<file path="src/sv/lrs_pkg.sv">
// Package for the line rasterizer: widths, types, codes and helper functions.
`timescale 1ns / 1ps

package lrs_pkg;

    // Coordinate space of the line endpoints.
    localparam int COORD_RANGE = 64;
    localparam int COORD_W     = $clog2(COORD_RANGE);

    // Panel geometry registers.
    localparam int DIM_W      = 7;
    localparam int TILE_W     = 5;
    localparam int DIM_MAX    = 64;
    localparam int TILE_MAX   = 16;
    localparam int DIM_RESET  = 8;
    localparam int TILE_RESET = 1;

    // Configuration port.
    localparam int CFG_IDX_W  = 3;
    localparam int CFG_DATA_W = DIM_W;

    // Payload widths.
    localparam int CHAN_W  = 8;
    localparam int COLOR_W = 3 * CHAN_W;
    localparam int IDX_W   = 18;

    // Datapath widths.
    localparam int ERR_W    = COORD_W + 2;
    localparam int SPAN_W   = TILE_W + DIM_W;
    localparam int AREA_W   = 2 * DIM_W;
    localparam int PROW_W   = COORD_W + TILE_W;
    localparam int PANEL_W  = PROW_W + 1;
    localparam int ROWOFF_W = COORD_W + DIM_W;
    localparam int PROD_W   = PANEL_W + AREA_W + 1;

    // Restoring division of the start point: one quotient bit per step.
    localparam int DIV_STEPS = COORD_W;
    localparam int CNT_W     = $clog2(DIV_STEPS + 1);

    typedef logic [COORD_W-1:0]      coord_t;
    typedef logic [DIM_W-1:0]        dim_t;
    typedef logic [DIM_W:0]          dimx_t;
    typedef logic [TILE_W-1:0]       tile_t;
    typedef logic [CFG_DATA_W-1:0]   cfg_data_t;
    typedef logic [CHAN_W-1:0]       chan_t;
    typedef logic [COLOR_W-1:0]      color_t;
    typedef logic [IDX_W-1:0]        idx_t;
    typedef logic signed [ERR_W-1:0] err_t;
    typedef logic [SPAN_W-1:0]       span_t;
    typedef logic [AREA_W-1:0]       area_t;
    typedef logic [PROW_W-1:0]       prow_t;
    typedef logic [PANEL_W-1:0]      panel_t;
    typedef logic [ROWOFF_W-1:0]     rowoff_t;
    typedef logic [PROD_W-1:0]       prod_t;
    typedef logic [CNT_W-1:0]        cnt_t;

    typedef enum logic [CFG_IDX_W-1:0] {
        CFG_PANEL_WIDTH   = CFG_IDX_W'(0),
        CFG_PANEL_HEIGHT  = CFG_IDX_W'(1),
        CFG_PANELS_ACROSS = CFG_IDX_W'(2),
        CFG_PANELS_DOWN   = CFG_IDX_W'(3)
    } cfg_reg_t;

    typedef enum logic [1:0] {
        ST_IDLE,
        ST_DIV,
        ST_WALK,
        ST_DRAIN
    } state_t;

    // Position along one axis split into panel-local offset and panel number.
    typedef struct packed {
        coord_t loc;
        coord_t tile;
    } track_t;

    // Controller to datapath.
    typedef struct packed {
        logic load;
        logic div_step;
        logic walk;
    } dp_cmd_t;

    // Datapath to controller.
    typedef struct packed {
        logic advance;
        logic walk_last;
        logic pipe_empty;
    } dp_status_t;

    // Hold a panel dimension to 1..DIM_MAX.
    function automatic dim_t clamp_dim(input cfg_data_t v);
        dim_t r;
        if (v == '0)
            r = dim_t'(1);
        else if (dim_t'(v) > dim_t'(DIM_MAX))
            r = dim_t'(DIM_MAX);
        else
            r = dim_t'(v);
        return r;
    endfunction

    // Hold a panel count to 1..TILE_MAX.
    function automatic tile_t clamp_tiles(input tile_t v);
        tile_t r;
        if (v == '0)
            r = tile_t'(1);
        else if (v > tile_t'(TILE_MAX))
            r = tile_t'(TILE_MAX);
        else
            r = v;
        return r;
    endfunction

endpackage

</file>
<file path="src/sv/lrs_if.sv">
// Channel interfaces: line command in, pixel out, configuration write.
`timescale 1ns / 1ps

interface lrs_cmd_if;
    logic                  valid;
    logic                  ready;
    logic [lrs_pkg::COORD_W-1:0] x_start;
    logic [lrs_pkg::COORD_W-1:0] y_start;
    logic [lrs_pkg::COORD_W-1:0] x_end;
    logic [lrs_pkg::COORD_W-1:0] y_end;
    logic [lrs_pkg::CHAN_W-1:0]  red;
    logic [lrs_pkg::CHAN_W-1:0]  green;
    logic [lrs_pkg::CHAN_W-1:0]  blue;

    modport source (
        output valid, x_start, y_start, x_end, y_end, red, green, blue,
        input  ready
    );
    modport sink (
        input  valid, x_start, y_start, x_end, y_end, red, green, blue,
        output ready
    );
endinterface

interface lrs_pix_if;
    logic                        valid;
    logic                        ready;
    logic [lrs_pkg::COORD_W-1:0] pixel_x;
    logic [lrs_pkg::COORD_W-1:0] pixel_y;
    logic [lrs_pkg::IDX_W-1:0]   led_index;
    logic [lrs_pkg::COLOR_W-1:0] color_word;
    logic                        in_bounds;
    logic                        last;

    modport source (
        output valid, pixel_x, pixel_y, led_index, color_word, in_bounds, last,
        input  ready
    );
    modport sink (
        input  valid, pixel_x, pixel_y, led_index, color_word, in_bounds, last,
        output ready
    );
endinterface

interface lrs_cfg_if;
    logic                           valid;
    logic                           ready;
    logic [lrs_pkg::CFG_IDX_W-1:0]  index;
    logic [lrs_pkg::CFG_DATA_W-1:0] data;

    modport source (
        output valid, index, data,
        input  ready
    );
    modport sink (
        input  valid, index, data,
        output ready
    );
endinterface

</file>
<file path="src/sv/lrs_ctrl.sv">
// Sequencer for the line rasterizer: load, divide, walk, drain.
`timescale 1ns / 1ps

module lrs_ctrl (
    input  logic                clk,
    input  logic                rst_n,
    input  logic                cmd_valid,
    output logic                cmd_ready,
    input  lrs_pkg::dp_status_t sts,
    output lrs_pkg::dp_cmd_t    ctl
);

    lrs_pkg::state_t state_reg;
    lrs_pkg::state_t state_next;
    lrs_pkg::cnt_t   cnt_reg;
    lrs_pkg::cnt_t   cnt_next;

    always_ff @(posedge clk or negedge rst_n)
    begin
        if (!rst_n)
        begin
            state_reg <= lrs_pkg::ST_IDLE;
            cnt_reg   <= '0;
        end
        else
        begin
            state_reg <= state_next;
            cnt_reg   <= cnt_next;
        end
    end

    always_comb
    begin
        state_next = state_reg;
        case (state_reg)
            lrs_pkg::ST_IDLE:
            begin
                if (cmd_valid)
                    state_next = lrs_pkg::ST_DIV;
            end
            lrs_pkg::ST_DIV:
            begin
                if (cnt_reg == lrs_pkg::cnt_t'(lrs_pkg::DIV_STEPS - 1))
                    state_next = lrs_pkg::ST_WALK;
            end
            lrs_pkg::ST_WALK:
            begin
                if (sts.advance && sts.walk_last)
                    state_next = lrs_pkg::ST_DRAIN;
            end
            lrs_pkg::ST_DRAIN:
            begin
                if (sts.pipe_empty)
                    state_next = lrs_pkg::ST_IDLE;
            end
            default:
            begin
                state_next = lrs_pkg::ST_IDLE;
            end
        endcase
    end

    // Count division steps; rest at zero elsewhere.
    always_comb
    begin
        if (state_reg == lrs_pkg::ST_DIV)
            cnt_next = cnt_reg + lrs_pkg::cnt_t'(1);
        else
            cnt_next = '0;
    end

    always_comb
    begin
        cmd_ready    = 1'b0;
        ctl.load     = 1'b0;
        ctl.div_step = 1'b0;
        ctl.walk     = 1'b0;
        case (state_reg)
            lrs_pkg::ST_IDLE:
            begin
                cmd_ready = 1'b1;
                ctl.load  = cmd_valid;
            end
            lrs_pkg::ST_DIV:
            begin
                ctl.div_step = 1'b1;
            end
            lrs_pkg::ST_WALK:
            begin
                ctl.walk = 1'b1;
            end
            lrs_pkg::ST_DRAIN:
            begin
                ctl.walk = 1'b0;
            end
            default:
            begin
                cmd_ready = 1'b0;
            end
        endcase
    end

endmodule

</file>
<file path="src/sv/lrs_datapath.sv">
// Datapath: geometry registers, Bresenham walker, panel tracking, strip index pipeline.
`timescale 1ns / 1ps

module lrs_datapath (
    input  logic                clk,
    input  logic                rst_n,
    input  lrs_pkg::dp_cmd_t    ctl,
    output lrs_pkg::dp_status_t sts,
    input  lrs_pkg::coord_t     x_start,
    input  lrs_pkg::coord_t     y_start,
    input  lrs_pkg::coord_t     x_end,
    input  lrs_pkg::coord_t     y_end,
    input  lrs_pkg::chan_t      red,
    input  lrs_pkg::chan_t      green,
    input  lrs_pkg::chan_t      blue,
    lrs_cfg_if.sink             cfg,
    lrs_pix_if.source           pix
);

    // One restoring-division step: shift in a dividend bit, subtract if it fits.
    function automatic lrs_pkg::track_t div_shift(
        input lrs_pkg::track_t t,
        input lrs_pkg::dim_t   size,
        input logic            bit_in
    );
        lrs_pkg::track_t res;
        lrs_pkg::dimx_t  r;
        logic            fit;
        r        = lrs_pkg::dimx_t'({t.loc, bit_in});
        fit      = r >= lrs_pkg::dimx_t'(size);
        res.loc  = fit ? lrs_pkg::coord_t'(r - lrs_pkg::dimx_t'(size))
                       : lrs_pkg::coord_t'(r);
        res.tile = lrs_pkg::coord_t'({t.tile, fit});
        return res;
    endfunction

    // Move one pixel along an axis, carrying across panel edges.
    function automatic lrs_pkg::track_t track_step(
        input lrs_pkg::track_t t,
        input lrs_pkg::dim_t   size,
        input logic            inc,
        input logic            dec
    );
        lrs_pkg::track_t res;
        res = t;
        if (inc)
        begin
            if (lrs_pkg::dim_t'(t.loc) == size - lrs_pkg::dim_t'(1))
            begin
                res.loc  = '0;
                res.tile = t.tile + lrs_pkg::coord_t'(1);
            end
            else
                res.loc = t.loc + lrs_pkg::coord_t'(1);
        end
        else if (dec)
        begin
            if (t.loc == '0)
            begin
                res.loc  = lrs_pkg::coord_t'(size - lrs_pkg::dim_t'(1));
                res.tile = t.tile - lrs_pkg::coord_t'(1);
            end
            else
                res.loc = t.loc - lrs_pkg::coord_t'(1);
        end
        return res;
    endfunction

    // ---------------- geometry registers ----------------
    lrs_pkg::dim_t  pw_reg;
    lrs_pkg::dim_t  ph_reg;
    lrs_pkg::tile_t pa_reg;
    lrs_pkg::tile_t pd_reg;
    lrs_pkg::span_t span_x_reg;
    lrs_pkg::span_t span_y_reg;
    lrs_pkg::area_t area_reg;

    assign cfg.ready = 1'b1;

    always_ff @(posedge clk or negedge rst_n)
    begin
        if (!rst_n)
        begin
            pw_reg <= lrs_pkg::dim_t'(lrs_pkg::DIM_RESET);
            ph_reg <= lrs_pkg::dim_t'(lrs_pkg::DIM_RESET);
            pa_reg <= lrs_pkg::tile_t'(lrs_pkg::TILE_RESET);
            pd_reg <= lrs_pkg::tile_t'(lrs_pkg::TILE_RESET);
        end
        else if (cfg.valid)
        begin
            case (cfg.index)
                lrs_pkg::CFG_PANEL_WIDTH:
                    pw_reg <= lrs_pkg::clamp_dim(cfg.data);
                lrs_pkg::CFG_PANEL_HEIGHT:
                    ph_reg <= lrs_pkg::clamp_dim(cfg.data);
                lrs_pkg::CFG_PANELS_ACROSS:
                    pa_reg <= lrs_pkg::clamp_tiles(lrs_pkg::tile_t'(cfg.data));
                lrs_pkg::CFG_PANELS_DOWN:
                    pd_reg <= lrs_pkg::clamp_tiles(lrs_pkg::tile_t'(cfg.data));
                default:
                    pw_reg <= pw_reg;
            endcase
        end
    end

    // Area products follow the registers; they settle while the block is idle.
    always_ff @(posedge clk)
    begin
        span_x_reg <= lrs_pkg::span_t'(pa_reg) * lrs_pkg::span_t'(pw_reg);
        span_y_reg <= lrs_pkg::span_t'(pd_reg) * lrs_pkg::span_t'(ph_reg);
        area_reg   <= lrs_pkg::area_t'(pw_reg) * lrs_pkg::area_t'(ph_reg);
    end

    // ---------------- command set-up ----------------
    lrs_pkg::coord_t adx;
    lrs_pkg::coord_t ady;
    lrs_pkg::coord_t a0;
    lrs_pkg::coord_t b0;
    lrs_pkg::coord_t a1;
    lrs_pkg::coord_t b1;
    lrs_pkg::coord_t maj0;
    lrs_pkg::coord_t min0;
    lrs_pkg::coord_t maj1;
    lrs_pkg::coord_t min1;
    logic            steep_ld;
    logic            swap_ld;

    always_comb
    begin
        adx      = (x_end > x_start) ? x_end - x_start : x_start - x_end;
        ady      = (y_end > y_start) ? y_end - y_start : y_start - y_end;
        steep_ld = ady > adx;
        a0       = steep_ld ? y_start : x_start;
        b0       = steep_ld ? x_start : y_start;
        a1       = steep_ld ? y_end : x_end;
        b1       = steep_ld ? x_end : y_end;
        swap_ld  = a0 > a1;
        maj0     = swap_ld ? a1 : a0;
        min0     = swap_ld ? b1 : b0;
        maj1     = swap_ld ? a0 : a1;
        min1     = swap_ld ? b0 : b1;
    end

    // ---------------- walker ----------------
    lrs_pkg::coord_t maj_reg;
    lrs_pkg::coord_t maj_end_reg;
    lrs_pkg::coord_t min_reg;
    lrs_pkg::coord_t dx_reg;
    lrs_pkg::coord_t dy_reg;
    lrs_pkg::err_t   err_reg;
    logic            steep_reg;
    logic            neg_reg;
    lrs_pkg::color_t color_reg;
    lrs_pkg::coord_t dvx_reg;
    lrs_pkg::coord_t dvy_reg;
    lrs_pkg::track_t trx_reg;
    lrs_pkg::track_t try_reg;

    lrs_pkg::err_t   err_sub;
    lrs_pkg::err_t   err_walk;
    logic            minor_move;
    logic            advance;
    logic            walk_fire;
    logic            walk_last;
    lrs_pkg::coord_t px;
    lrs_pkg::coord_t py;

    logic            out_valid_reg;

    assign advance   = !out_valid_reg || pix.ready;
    assign walk_fire = ctl.walk && advance;
    assign walk_last = maj_reg == maj_end_reg;
    assign px        = steep_reg ? min_reg : maj_reg;
    assign py        = steep_reg ? maj_reg : min_reg;

    always_comb
    begin
        err_sub    = err_reg - lrs_pkg::err_t'(dy_reg);
        minor_move = err_sub[lrs_pkg::ERR_W-1];
        err_walk   = minor_move ? err_sub + lrs_pkg::err_t'(dx_reg) : err_sub;
    end

    always_ff @(posedge clk)
    begin
        if (ctl.load)
        begin
            maj_reg     <= maj0;
            maj_end_reg <= maj1;
            min_reg     <= min0;
            dx_reg      <= maj1 - maj0;
            dy_reg      <= (min1 > min0) ? min1 - min0 : min0 - min1;
            err_reg     <= lrs_pkg::err_t'((maj1 - maj0) >> 1);
            steep_reg   <= steep_ld;
            neg_reg     <= !(min0 < min1);
            color_reg   <= {red, green, blue};
            dvx_reg     <= steep_ld ? min0 : maj0;
            dvy_reg     <= steep_ld ? maj0 : min0;
            trx_reg     <= '0;
            try_reg     <= '0;
        end
        else if (ctl.div_step)
        begin
            trx_reg <= div_shift(trx_reg, pw_reg, dvx_reg[lrs_pkg::COORD_W-1]);
            try_reg <= div_shift(try_reg, ph_reg, dvy_reg[lrs_pkg::COORD_W-1]);
            dvx_reg <= dvx_reg << 1;
            dvy_reg <= dvy_reg << 1;
        end
        else if (walk_fire)
        begin
            maj_reg <= maj_reg + lrs_pkg::coord_t'(1);
            if (minor_move)
                min_reg <= neg_reg ? min_reg - lrs_pkg::coord_t'(1)
                                   : min_reg + lrs_pkg::coord_t'(1);
            err_reg <= err_walk;
            trx_reg <= track_step(trx_reg, pw_reg,
                                  !steep_reg || (minor_move && !neg_reg),
                                  steep_reg && minor_move && neg_reg);
            try_reg <= track_step(try_reg, ph_reg,
                                  steep_reg || (minor_move && !neg_reg),
                                  !steep_reg && minor_move && neg_reg);
        end
    end

    // ---------------- stage 1: row terms ----------------
    logic             s1_valid_reg;
    lrs_pkg::coord_t  s1_px_reg;
    lrs_pkg::coord_t  s1_py_reg;
    lrs_pkg::coord_t  s1_pcol_reg;
    lrs_pkg::prow_t   s1_prowpa_reg;
    lrs_pkg::rowoff_t s1_rowoff_reg;
    lrs_pkg::coord_t  s1_col_reg;
    logic             s1_inb_reg;
    logic             s1_last_reg;

    always_ff @(posedge clk or negedge rst_n)
    begin
        if (!rst_n)
            s1_valid_reg <= 1'b0;
        else if (advance)
            s1_valid_reg <= walk_fire;
    end

    always_ff @(posedge clk)
    begin
        if (advance)
        begin
            s1_px_reg     <= px;
            s1_py_reg     <= py;
            s1_pcol_reg   <= trx_reg.tile;
            s1_prowpa_reg <= lrs_pkg::prow_t'(try_reg.tile) * lrs_pkg::prow_t'(pa_reg);
            s1_rowoff_reg <= lrs_pkg::rowoff_t'(try_reg.loc) * lrs_pkg::rowoff_t'(pw_reg);
            s1_col_reg    <= try_reg.loc[0]
                           ? lrs_pkg::coord_t'(pw_reg - lrs_pkg::dim_t'(1)
                                               - lrs_pkg::dim_t'(trx_reg.loc))
                           : trx_reg.loc;
            s1_inb_reg    <= (lrs_pkg::span_t'(px) < span_x_reg)
                          && (lrs_pkg::span_t'(py) < span_y_reg);
            s1_last_reg   <= walk_last;
        end
    end

    // ---------------- stage 2: strip index, output register ----------------
    lrs_pkg::coord_t out_px_reg;
    lrs_pkg::coord_t out_py_reg;
    lrs_pkg::idx_t   out_idx_reg;
    logic            out_inb_reg;
    logic            out_last_reg;
    lrs_pkg::panel_t panel;
    lrs_pkg::prod_t  idx_sum;

    always_comb
    begin
        panel   = lrs_pkg::panel_t'(s1_pcol_reg) + lrs_pkg::panel_t'(s1_prowpa_reg);
        idx_sum = lrs_pkg::prod_t'(panel) * lrs_pkg::prod_t'(area_reg)
                + lrs_pkg::prod_t'(s1_rowoff_reg)
                + lrs_pkg::prod_t'(s1_col_reg);
    end

    always_ff @(posedge clk or negedge rst_n)
    begin
        if (!rst_n)
            out_valid_reg <= 1'b0;
        else if (advance)
            out_valid_reg <= s1_valid_reg;
    end

    always_ff @(posedge clk)
    begin
        if (advance)
        begin
            out_px_reg   <= s1_px_reg;
            out_py_reg   <= s1_py_reg;
            out_idx_reg  <= s1_inb_reg ? lrs_pkg::idx_t'(idx_sum) : '0;
            out_inb_reg  <= s1_inb_reg;
            out_last_reg <= s1_last_reg;
        end
    end

    assign pix.valid      = out_valid_reg;
    assign pix.pixel_x    = out_px_reg;
    assign pix.pixel_y    = out_py_reg;
    assign pix.led_index  = out_idx_reg;
    assign pix.color_word = color_reg;
    assign pix.in_bounds  = out_inb_reg;
    assign pix.last       = out_last_reg;

    assign sts.advance    = advance;
    assign sts.walk_last  = walk_last;
    assign sts.pipe_empty = !s1_valid_reg && !out_valid_reg;

    // Panel-local offsets stay inside the panel while walking.
    a_loc_in_panel: assert property (@(posedge clk) disable iff (!rst_n)
        walk_fire |-> (lrs_pkg::dim_t'(trx_reg.loc) < pw_reg)
                   && (lrs_pkg::dim_t'(try_reg.loc) < ph_reg))
        else $error("panel-local offset out of range");

    // The walker never steps past the far endpoint.
    a_no_overrun: assert property (@(posedge clk) disable iff (!rst_n)
        walk_fire |-> maj_reg <= maj_end_reg)
        else $error("walker overran line end");

    // Off-panel pixels carry a zero strip index.
    a_off_panel_zero: assert property (@(posedge clk) disable iff (!rst_n)
        (out_valid_reg && !out_inb_reg) |-> out_idx_reg == '0)
        else $error("off-panel pixel with nonzero index");

endmodule

</file>
<file path="src/sv/line_rasterizer_serpentine.sv">
// Top level of the line rasterizer with serpentine LED-strip addressing.
// Throughput: a line of N pixels (N = major-axis length + 1, at most 64) streams one
// pixel per cycle while the pixel side does not stall; the next command is taken only
// once the previous line has drained from the pipeline. Set-up is a 6-step restoring
// division of the start point.
// Reset: asynchronous, active low; geometry returns to one 8x8 panel, block goes idle.
`timescale 1ns / 1ps

module line_rasterizer_serpentine (
    input  logic      clk,
    input  logic      rst_n,
    lrs_cmd_if.sink   cmd,
    lrs_pix_if.source pix,
    lrs_cfg_if.sink   cfg
);

    // Command and status between the sequencer and the datapath.
    lrs_pkg::dp_cmd_t    ctl;
    lrs_pkg::dp_status_t sts;
    logic                cmd_ready;

    // Take a line command only while idle; one line is in flight at a time.
    assign cmd.ready = cmd_ready;

    // Sequencer: idle -> divide start point into panel/offset -> walk -> drain.
    lrs_ctrl u_ctrl (
        .clk       (clk),
        .rst_n     (rst_n),
        .cmd_valid (cmd.valid),
        .cmd_ready (cmd_ready),
        .sts       (sts),
        .ctl       (ctl)
    );

    // Datapath: hold the geometry registers, walk the line with the Bresenham
    // error term, track panel column/row and in-panel offsets incrementally, and
    // form the strip index in a two-stage pipeline whose second stage is the output register.
    // The whole pipeline holds while a pixel transaction is stalled.
    lrs_datapath u_datapath (
        .clk     (clk),
        .rst_n   (rst_n),
        .ctl     (ctl),
        .sts     (sts),
        .x_start (cmd.x_start),
        .y_start (cmd.y_start),
        .x_end   (cmd.x_end),
        .y_end   (cmd.y_end),
        .red     (cmd.red),
        .green   (cmd.green),
        .blue    (cmd.blue),
        .cfg     (cfg),
        .pix     (pix)
    );

endmodule

</file>
<file path="src/flat_wrapper.sv">
// flat-port wrapper written by rule: the top's interface ports become plain ports
module line_rasterizer_serpentine_flat 
  (clk, rst_n, cmd_valid, cmd_x_start, cmd_y_start, cmd_x_end, cmd_y_end, cmd_red, cmd_green, cmd_blue, cmd_ready, pix_valid, pix_pixel_x, pix_pixel_y, pix_led_index, pix_color_word, pix_in_bounds, pix_last, pix_ready, cfg_valid, cfg_index, cfg_data, cfg_ready);
  lrs_cmd_if cmd_i ();
  lrs_pix_if pix_i ();
  lrs_cfg_if cfg_i ();
  input  logic clk;
  input  logic rst_n;
  input wire logic [$bits(cmd_i.valid)-1:0] cmd_valid;
  input wire logic [$bits(cmd_i.x_start)-1:0] cmd_x_start;
  input wire logic [$bits(cmd_i.y_start)-1:0] cmd_y_start;
  input wire logic [$bits(cmd_i.x_end)-1:0] cmd_x_end;
  input wire logic [$bits(cmd_i.y_end)-1:0] cmd_y_end;
  input wire logic [$bits(cmd_i.red)-1:0] cmd_red;
  input wire logic [$bits(cmd_i.green)-1:0] cmd_green;
  input wire logic [$bits(cmd_i.blue)-1:0] cmd_blue;
  output wire logic [$bits(cmd_i.ready)-1:0] cmd_ready;
  output wire logic [$bits(pix_i.valid)-1:0] pix_valid;
  output wire logic [$bits(pix_i.pixel_x)-1:0] pix_pixel_x;
  output wire logic [$bits(pix_i.pixel_y)-1:0] pix_pixel_y;
  output wire logic [$bits(pix_i.led_index)-1:0] pix_led_index;
  output wire logic [$bits(pix_i.color_word)-1:0] pix_color_word;
  output wire logic [$bits(pix_i.in_bounds)-1:0] pix_in_bounds;
  output wire logic [$bits(pix_i.last)-1:0] pix_last;
  input wire logic [$bits(pix_i.ready)-1:0] pix_ready;
  input wire logic [$bits(cfg_i.valid)-1:0] cfg_valid;
  input wire logic [$bits(cfg_i.index)-1:0] cfg_index;
  input wire logic [$bits(cfg_i.data)-1:0] cfg_data;
  output wire logic [$bits(cfg_i.ready)-1:0] cfg_ready;
  assign cmd_i.valid = cmd_valid;
  assign cmd_i.x_start = cmd_x_start;
  assign cmd_i.y_start = cmd_y_start;
  assign cmd_i.x_end = cmd_x_end;
  assign cmd_i.y_end = cmd_y_end;
  assign cmd_i.red = cmd_red;
  assign cmd_i.green = cmd_green;
  assign cmd_i.blue = cmd_blue;
  assign cmd_ready = cmd_i.ready;
  assign pix_valid = pix_i.valid;
  assign pix_pixel_x = pix_i.pixel_x;
  assign pix_pixel_y = pix_i.pixel_y;
  assign pix_led_index = pix_i.led_index;
  assign pix_color_word = pix_i.color_word;
  assign pix_in_bounds = pix_i.in_bounds;
  assign pix_last = pix_i.last;
  assign pix_i.ready = pix_ready;
  assign cfg_i.valid = cfg_valid;
  assign cfg_i.index = cfg_index;
  assign cfg_i.data = cfg_data;
  assign cfg_ready = cfg_i.ready;
  line_rasterizer_serpentine u_core (.clk(clk), .rst_n(rst_n), .cmd(cmd_i), .pix(pix_i), .cfg(cfg_i));
endmodule
</file>
<file path="config.mk">
export PLATFORM = sky130hd
export DESIGN_NAME = line_rasterizer_serpentine_flat
export DESIGN_NICKNAME = d
export VERILOG_FILES = /design/src/sv/lrs_pkg.sv /design/src/sv/lrs_if.sv /design/src/sv/lrs_ctrl.sv /design/src/sv/lrs_datapath.sv /design/src/sv/line_rasterizer_serpentine.sv /design/src/flat_wrapper.sv
export SDC_FILE = /design/constraint.sdc
export NUM_CORES = 1
export LEC_CHECK = 0
export BUFFER_PORTS_ARGS = -buffer_cell sky130_fd_sc_hd__buf_2
export CORE_MARGIN = 2
export CORE_UTILIZATION = 64
export CTS_CLUSTER_SIZE = 14
export DETAILED_ROUTE_END_ITERATION = 16
export PLACE_DENSITY = 0.93
export SLEW_MARGIN = 20
export SYNTH_ARGS = -nofsm -noshare
export SYNTH_HDL_FRONTEND = slang
export SYNTH_SLANG_ARGS = --single-unit
</file>
<file path="constraint.sdc">
create_clock -name clk -period 8 [get_ports clk]
set_clock_uncertainty 0.2 [all_clocks]
set_input_delay 0.8 -clock clk [delete_from_list [all_inputs] [get_ports clk]]
set_output_delay 0.8 -clock clk [all_outputs]
set_load 0.05 [all_outputs]
</file>
# --- Yosys cells after proc, flatten, opt, wreduce, memory -nomap -nowiden ---
# Cells that the tools add are included.
totals:
  regBits: 251
  input_bits: 63
  output_inout_bits: 59
  elab_cells: 213
classes:
  n_reduce_logical: 43
  bitwise_logic: 1
  multipliers: 6
  n_eq_ne: 17
  magnitude_cmp: 12
  n_addsub: 30
  mux: 64
ops:
  columns: ["op", "count"]
  rows:
  - ["6-bit two-way mux", 38]
  - ["12-bit two-way mux", 8]
  - ["6-bit subtractor", 10]
  - ["6-bit by 1-bit adder with 6-bit output (second input constant)", 6]
  - ["7-bit two-way mux", 5]
  - ["6-bit > comparator", 5]
  - ["6-bit by 1-bit subtractor with 6-bit output (second input constant)", 5]
  - ["6-bit by 12-bit less-than comparator with 1-bit output", 2]
  - ["5-bit by 7-bit multiplier with 12-bit output", 2]
  - ["18-bit by 13-bit adder with 18-bit output", 1]
  - ["18-bit by 6-bit adder with 18-bit output", 1]
  - ["12-bit by 14-bit multiplier with 18-bit output", 1]
  - ["2-bit AND reduction", 8]
  - ["6-bit by 7-bit == test with 1-bit output", 2]
  - ["7-bit >= comparator", 2]
  - ["7-bit by 7-bit multiplier with 14-bit output", 1]
  - ["7-bit by 1-bit subtractor with 7-bit output (second input constant)", 2]
  - ["6-bit by 7-bit multiplier with 13-bit output", 1]
  - ["6-bit by 11-bit adder with 12-bit output", 1]
  - ["6-bit logical NOT", 2]
  - ["4-bit AND reduction", 3]
  - ["3-bit nonzero test", 4]
  - ["6-bit by 5-bit multiplier with 11-bit output", 1]
  - ["5-bit two-way mux", 2]
  - ["other kinds (31)", 60]

# --- Depth between registers and ports, before layout ---
depth:
  ltp_word: 8
  ltp_mapped: 49
  mapped_depth_nobuf: 44

# --- Hierarchy ---
# From an unflattened synthesis, not the netlist that was laid out.
unflattened:
  cells_unflattened: 2631
  hier_area_um2: 24975.2
modules_own_cells:
  columns: ["mod", "area_per_inst_um2", "cells_each", "instances", "seq_area_each_um2"]
  rows:
  - ["lrs_datapath", 24641.1, 2604, 1, 6631.4]
  - ["lrs_ctrl", 334.1, 27, 1, 125.1]

# --- Worst setup path before layout ---
# No wires, ideal clock.
synth_path:
  path_kind: "input to register"
  startpoint: "input cmd_y_end[0]"
  endpoint: "register u_core.u_datapath.dy_reg[5], data pin"
  path_slack_ns: -1.063
  arrival_time_ns: 8.606
  required_ns: 7.542
  path_stages: 45
  n_path_buf: 7
  setup_ns: 0.258
  cell_sequence: "inv_1 ha_1 inv_1 fa_1 a21oi_1 o21bai_1 a21oi_1 nor2b_1 o22a_1 clkbuf_1 mux2i_1 a221o_1 nand2_1 nand3_1 a31oi_1 xnor2_1 ha_1 nand4_1 [9 not listed] o21ai_2 buf_2 buf_2 o21ai_1 mux2i_1 inv_2 ha_1 and4_1 a21oi_1 a32o_1 clkbuf_1 mux2i_1 a221o_1 a21o_1 nand2_1 nand2_1 a21oi_1 xnor2_1"
synth_between:
  elab_chain_cells: 8
  word_cells_on_any_way: 16
  classes_between: "add/sub: 4; order compare: 4; mux: 8"
synth_lines:
  columns: ["item", "line_no", "rtl"]
  rows:
  - ["from (decl)", "flat_wrapper.sv:13", "input wire logic [$bits(cmd_i.y_end)-1:0] cmd_y_end;"]
  - ["6-bit subtractor or 6-bit > comparator (tied branches)", "lrs_datapath.sv:131", "ady = (y_end > y_start) ? y_end - y_start : y_start - y_end;"]
  - ["6-bit two-way mux", "lrs_datapath.sv:131", null]
  - ["6-bit > comparator", "lrs_datapath.sv:132", "steep_ld = ady > adx;"]
  - ["6-bit two-way mux, on equally long branches", "lrs_datapath.sv:133, lrs_datapath.sv:135", null]
  - ["6-bit > comparator", "lrs_datapath.sv:137", "swap_ld = a0 > a1;"]
  - ["6-bit two-way mux, on equally long branches", "lrs_datapath.sv:139, lrs_datapath.sv:141", null]
  - ["6-bit subtractor or 6-bit > comparator (tied branches)", "lrs_datapath.sv:191", "dy_reg <= (min1 > min0) ? min1 - min0 : min0 - min1;"]
  - ["6-bit two-way mux (*)", "lrs_datapath.sv:191", null]
  - ["to (signal assigned)", "lrs_datapath.sv:191", null]
  - ["to (decl)", "lrs_datapath.sv:149", "lrs_pkg::coord_t dy_reg;"]
# Mark *: on every way between the ends. The rest lies on a longest branch, timed or not.
# A chain may end at the register's enable or synchronous reset.

# --- Worst setup path in the final report ---
layout_path:
  startpoint: "input cmd_y_end[0]"
  endpoint: "register u_core.u_datapath.dy_reg[3], data pin"
# The elaborated chain is that of the path after synthesis.

==> results.py <==
metrics = {
    "clock_network": {
        "root_buffer": "clkbuf_16",
        "cts_tree": "yes",
        "cts_buffer_depth": 3,
        "cts_hold_repair.buffers": 0,
        "clkLatencyLatePin_ns": 0.59,
        "cts_max_level": 1,
        "numCtsBuffers": 29,
        "cts.sink_count": 251,
        "clk_pin_slew_ns": 0.07,
    },
    "global_routing": {
        "grt_use_total": 0.321,
        "overflow": 0,
        "grt_max_degree": 88,
        "grt_pass1_wl_mm": 105,
        "grt_antenna_before_repair": 0,
        "grt_pass1_vias": 21304,
    },
    "placed_design": {
        "gp_congestion": 0.950,
        "dp.final_hpwl_mm": 49.7,
        "port_buffers": 120,
        "dp.cells": 3332,
    },
    "sta": {
        "tns_ns": 0,
        "max_slew.worst_pin.slew_ns": 0.929,
        "final_hold_viol_count": 0,
        "rsz0062_at_grt": "yes",
        "period_minus_slack_ns": 7.99,
        "slew_viol_final": 0,
        "max_freq_mhz": 125,
        "timing.final.crit_share": 0.999,
        "setup_viol_count_final": 0,
        "slew-limit-headroom": 0.381,
    },
    "layout": {
        "area.growth.synth_to_final_pct": 13.9,
        "final_util": 0.735,
        "regArea_mm2": 0.00676,
        "multiInputGateArea_mm2": 0.0166,
        "largest_reg_flops": 24,
        "fillerInstances": 2547,
        "layoutNonFillerInstCount": 3406,
        "drive_gt1_frac": 0.152,
        "final_nets": 3431,
        "antenna_cells": 0,
    },
    "route": {
        "wl_per_cell_um": 19.1,
        "drc": 0,
        "routed_via_density": 5.91,
        "routed_wl_mm": 65.0,
        "drtAntennaViolNets": 0,
        "drt_first_pass_iters": 6,
        "drt_iter0_drc": 1537,
        "num_vias": 20144,
    },
    "synth": {
        "synth_cell_types": 83,
        "yosysTopAreaCell": "edfxtp_1",
        "synth_top_family_by_area": "adder cells",
        "ys_ff_latch": 251,
        "yosys-top-cells-area": "edfxtp_1 (19%), fa_1 (17%), ha_1 (15%)",
        "synth.avg_cell_area_um2": 9.39,
        "synth.mux.area_fraction": 0.0287,
        "ys_warn_count": 0,
        "synth_xor_area_frac": 0.0578,
        "syn_nets": 3217,
        "synth.top_cell.area_share": 0.189,
        "syn_inst": 2651,
        "synth-adder-area-share": 0.317,
        "synthFlopType": "edfxtp_1",
        "synth-edff-count": 157,
        "seq_area_frac_synth": 0.271,
        "synth_async_sr_flop_share": 0.124,
        "yosys.area_share.simple": 0.139,
        "synth.cell_area_mm2": 0.0249,
        "synth_compound_area_frac": 0.112,
    },
    "setup_path": {
        "crit_path_max_fanout": 10,
        "slowest_stage": "fa_2",
        "start_kind": "input pin",
        "cp.required_ns": 8.14,
        "slowest_delay_ns": 0.40,
        "cp_top_family": "compound AO/OA/AOI/OAI gates",
        "critPathKind": "in -> reg",
        "cp.arrival_ns": 8.13,
        "cp-end-kind": "flop",
        "critPathBufInv": 11,
    },
    "floorplan": {
        "coreArea_mm2": 0.0386,
        "die_h_um": 201,
        "pin_count": 122,
        "start_util": 0.646,
        "die_w_um": 201,
        "rows": 72,
        "dieArea_mm2": 0.0405,
    },
    "outcome": {
        "status": "completed",
    },
    "min_path": {
        "hold_path_class": "in -> async",
    },
    "job": {
        "maxCapViolCount": 0,
    },
}
cell usage in the layout, fill, tap and decap left out, types with 30 or more instances in the layout:
cell type / instances
a21o_1: 39
a21oi_1: 137
and2_1: 129
buf_2: 120
buf_4: 155
clkbuf_16: 30
dfxtp_1: 63
edfxtp_1: 157
fa_1: 208
ha_1: 285
inv_1: 364
mux2i_1: 38
nand2_1: 321
nor2_1: 137
o21ai_0: 88
o21bai_1: 33
xnor2_1: 104
xor2_1: 48
cells in the mapped netlist (3+ instances only):
cell	instances
or2_2	3
nor2b_1	29
o21bai_1	33
or4_1	3
nor3b_1	3
nor4_1	6
o32a_1	3
xnor2_1	111
dfxtp_1	63
a221oi_1	7
o21ai_0	91
inv_1	369
dfstp_2	4
o21a_1	11
ha_1	292
a21o_1	39
dfrtp_1	27
nand3_1	30
a211oi_1	11
a221o_1	4
inv_2	7
nor3_1	23
nor2_1	140
a21oi_1	143
nand2b_1	20
a31oi_1	11
nand2_1	324
nand3b_1	3
buf_1	6
buf_2	11
or3_1	3
o21ai_1	25
o211ai_1	20
edfxtp_1	157
a211o_1	4
xor2_1	48
and2_1	129
mux2_2	24
mux2i_1	42
nand4_1	13
fa_1	211
a21boi_1	3
and3_1	9
clkbuf_1	83
routing by layer:
layer  GRT usage  vias up  wire length [µm]
met4       0.181        0              4090
li1            -     9196                 -
met3      0.0428      297              3960
met5           0        -                 0
met1       0.365     9725             23700
met2       0.581      926             33200
repair_timing:
item | CTS | global route
gates cloned | 0 | 1
setup endpoints to repair | 1 | 7
resized for setup | 1 | 47
pin swaps | 0 | 30
setup buffers | 0 | 19
metrics by stage:
stage / hold WS, ns / setup WS (ns) / cell area [µm²]
after global routing: 0.124 / -0.304 / 28400
after floorplan: 0.200 / -0.134 / 25100
after CTS: 0.0620 / 0.0450 / 28000
after global placement: 0.205 / -0.403 / 27000
after detailed placement: 0.205 / -0.633 / 27000
final: 0.0562 / 0.00929 / 28400
worst register-to-register path: stages, from the launching register on:
cell and delay (ns):
edfxtp_1 0.37, ha_1 0.24, fa_1 0.41, a21o_1 0.17, a21oi_1 0.30, o21ai_1 0.16, a21oi_1 0.29, nor2b_1 0.12
xnor2_2 0.18, nand2b_1 0.19, fa_1 0.53, inv_1 0.06, fa_1 0.55, inv_1 0.07, fa_1 0.51, fa_1 0.56
inv_1 0.07, fa_1 0.47, ha_1 0.23, xnor2_1 0.21, xnor2_1 0.16, xnor2_1 0.15, xnor2_1 0.16, xnor2_1 0.17
xnor3_1 0.39, xnor2_2 0.25, xnor2_1 0.09, and2_1 0.16
path summary, 6_finish.rpt:
check	from	endpoint	slack [ns]	depth (start not counted)
min in group clk	cmd_blue[6]	u_core.u_datapath.pix.color_word[6]	0.19	1
worst min-delay path	rst_n	u_core.u_datapath.pa_reg[1]	0.06	1
worst min register to register	u_core.u_datapath.s1_px_reg[4]	u_core.u_datapath.pix.pixel_x[4]	0.22	0
worst max-delay path	cmd_y_end[0]	u_core.u_datapath.dy_reg[3]	0.009	43
max in group asynchronous	rst_n	u_core.u_datapath.ph_reg[1]	7.09	1
worst max register to register	u_core.u_datapath.s1_pcol_reg[0]	u_core.u_datapath.pix.led_index[17]	0.33	27
layout make-up:
type                       instances  share of cell area
timing repair buffer             285              0.0667
multi-input combinational       1920               0.586
tap                              518              0.0229
clock inverter                    20             0.00830
sequential                       251               0.238
clock buffer                      34              0.0274
inverter                         378              0.0506
kinds of logic (layout without fill, tap and decap cells):
kind of cell / Yosys count / count (layout)
AO/OA/AOI/OAI: 441 / 441
other: 1 / 1
adder cells (fa/ha/maj): 505 / 505
multiplexers: 67 / 67
XOR/XNOR: 161 / 161
AND/OR/NAND/NOR: 745 / 745
flip-flops: 251 / 251
buffers and inverters: 480 / 717
Power is left out: the tool's default activity adds up to more than one toggle a clock period on the data nets, which glitch-free logic cannot reach.
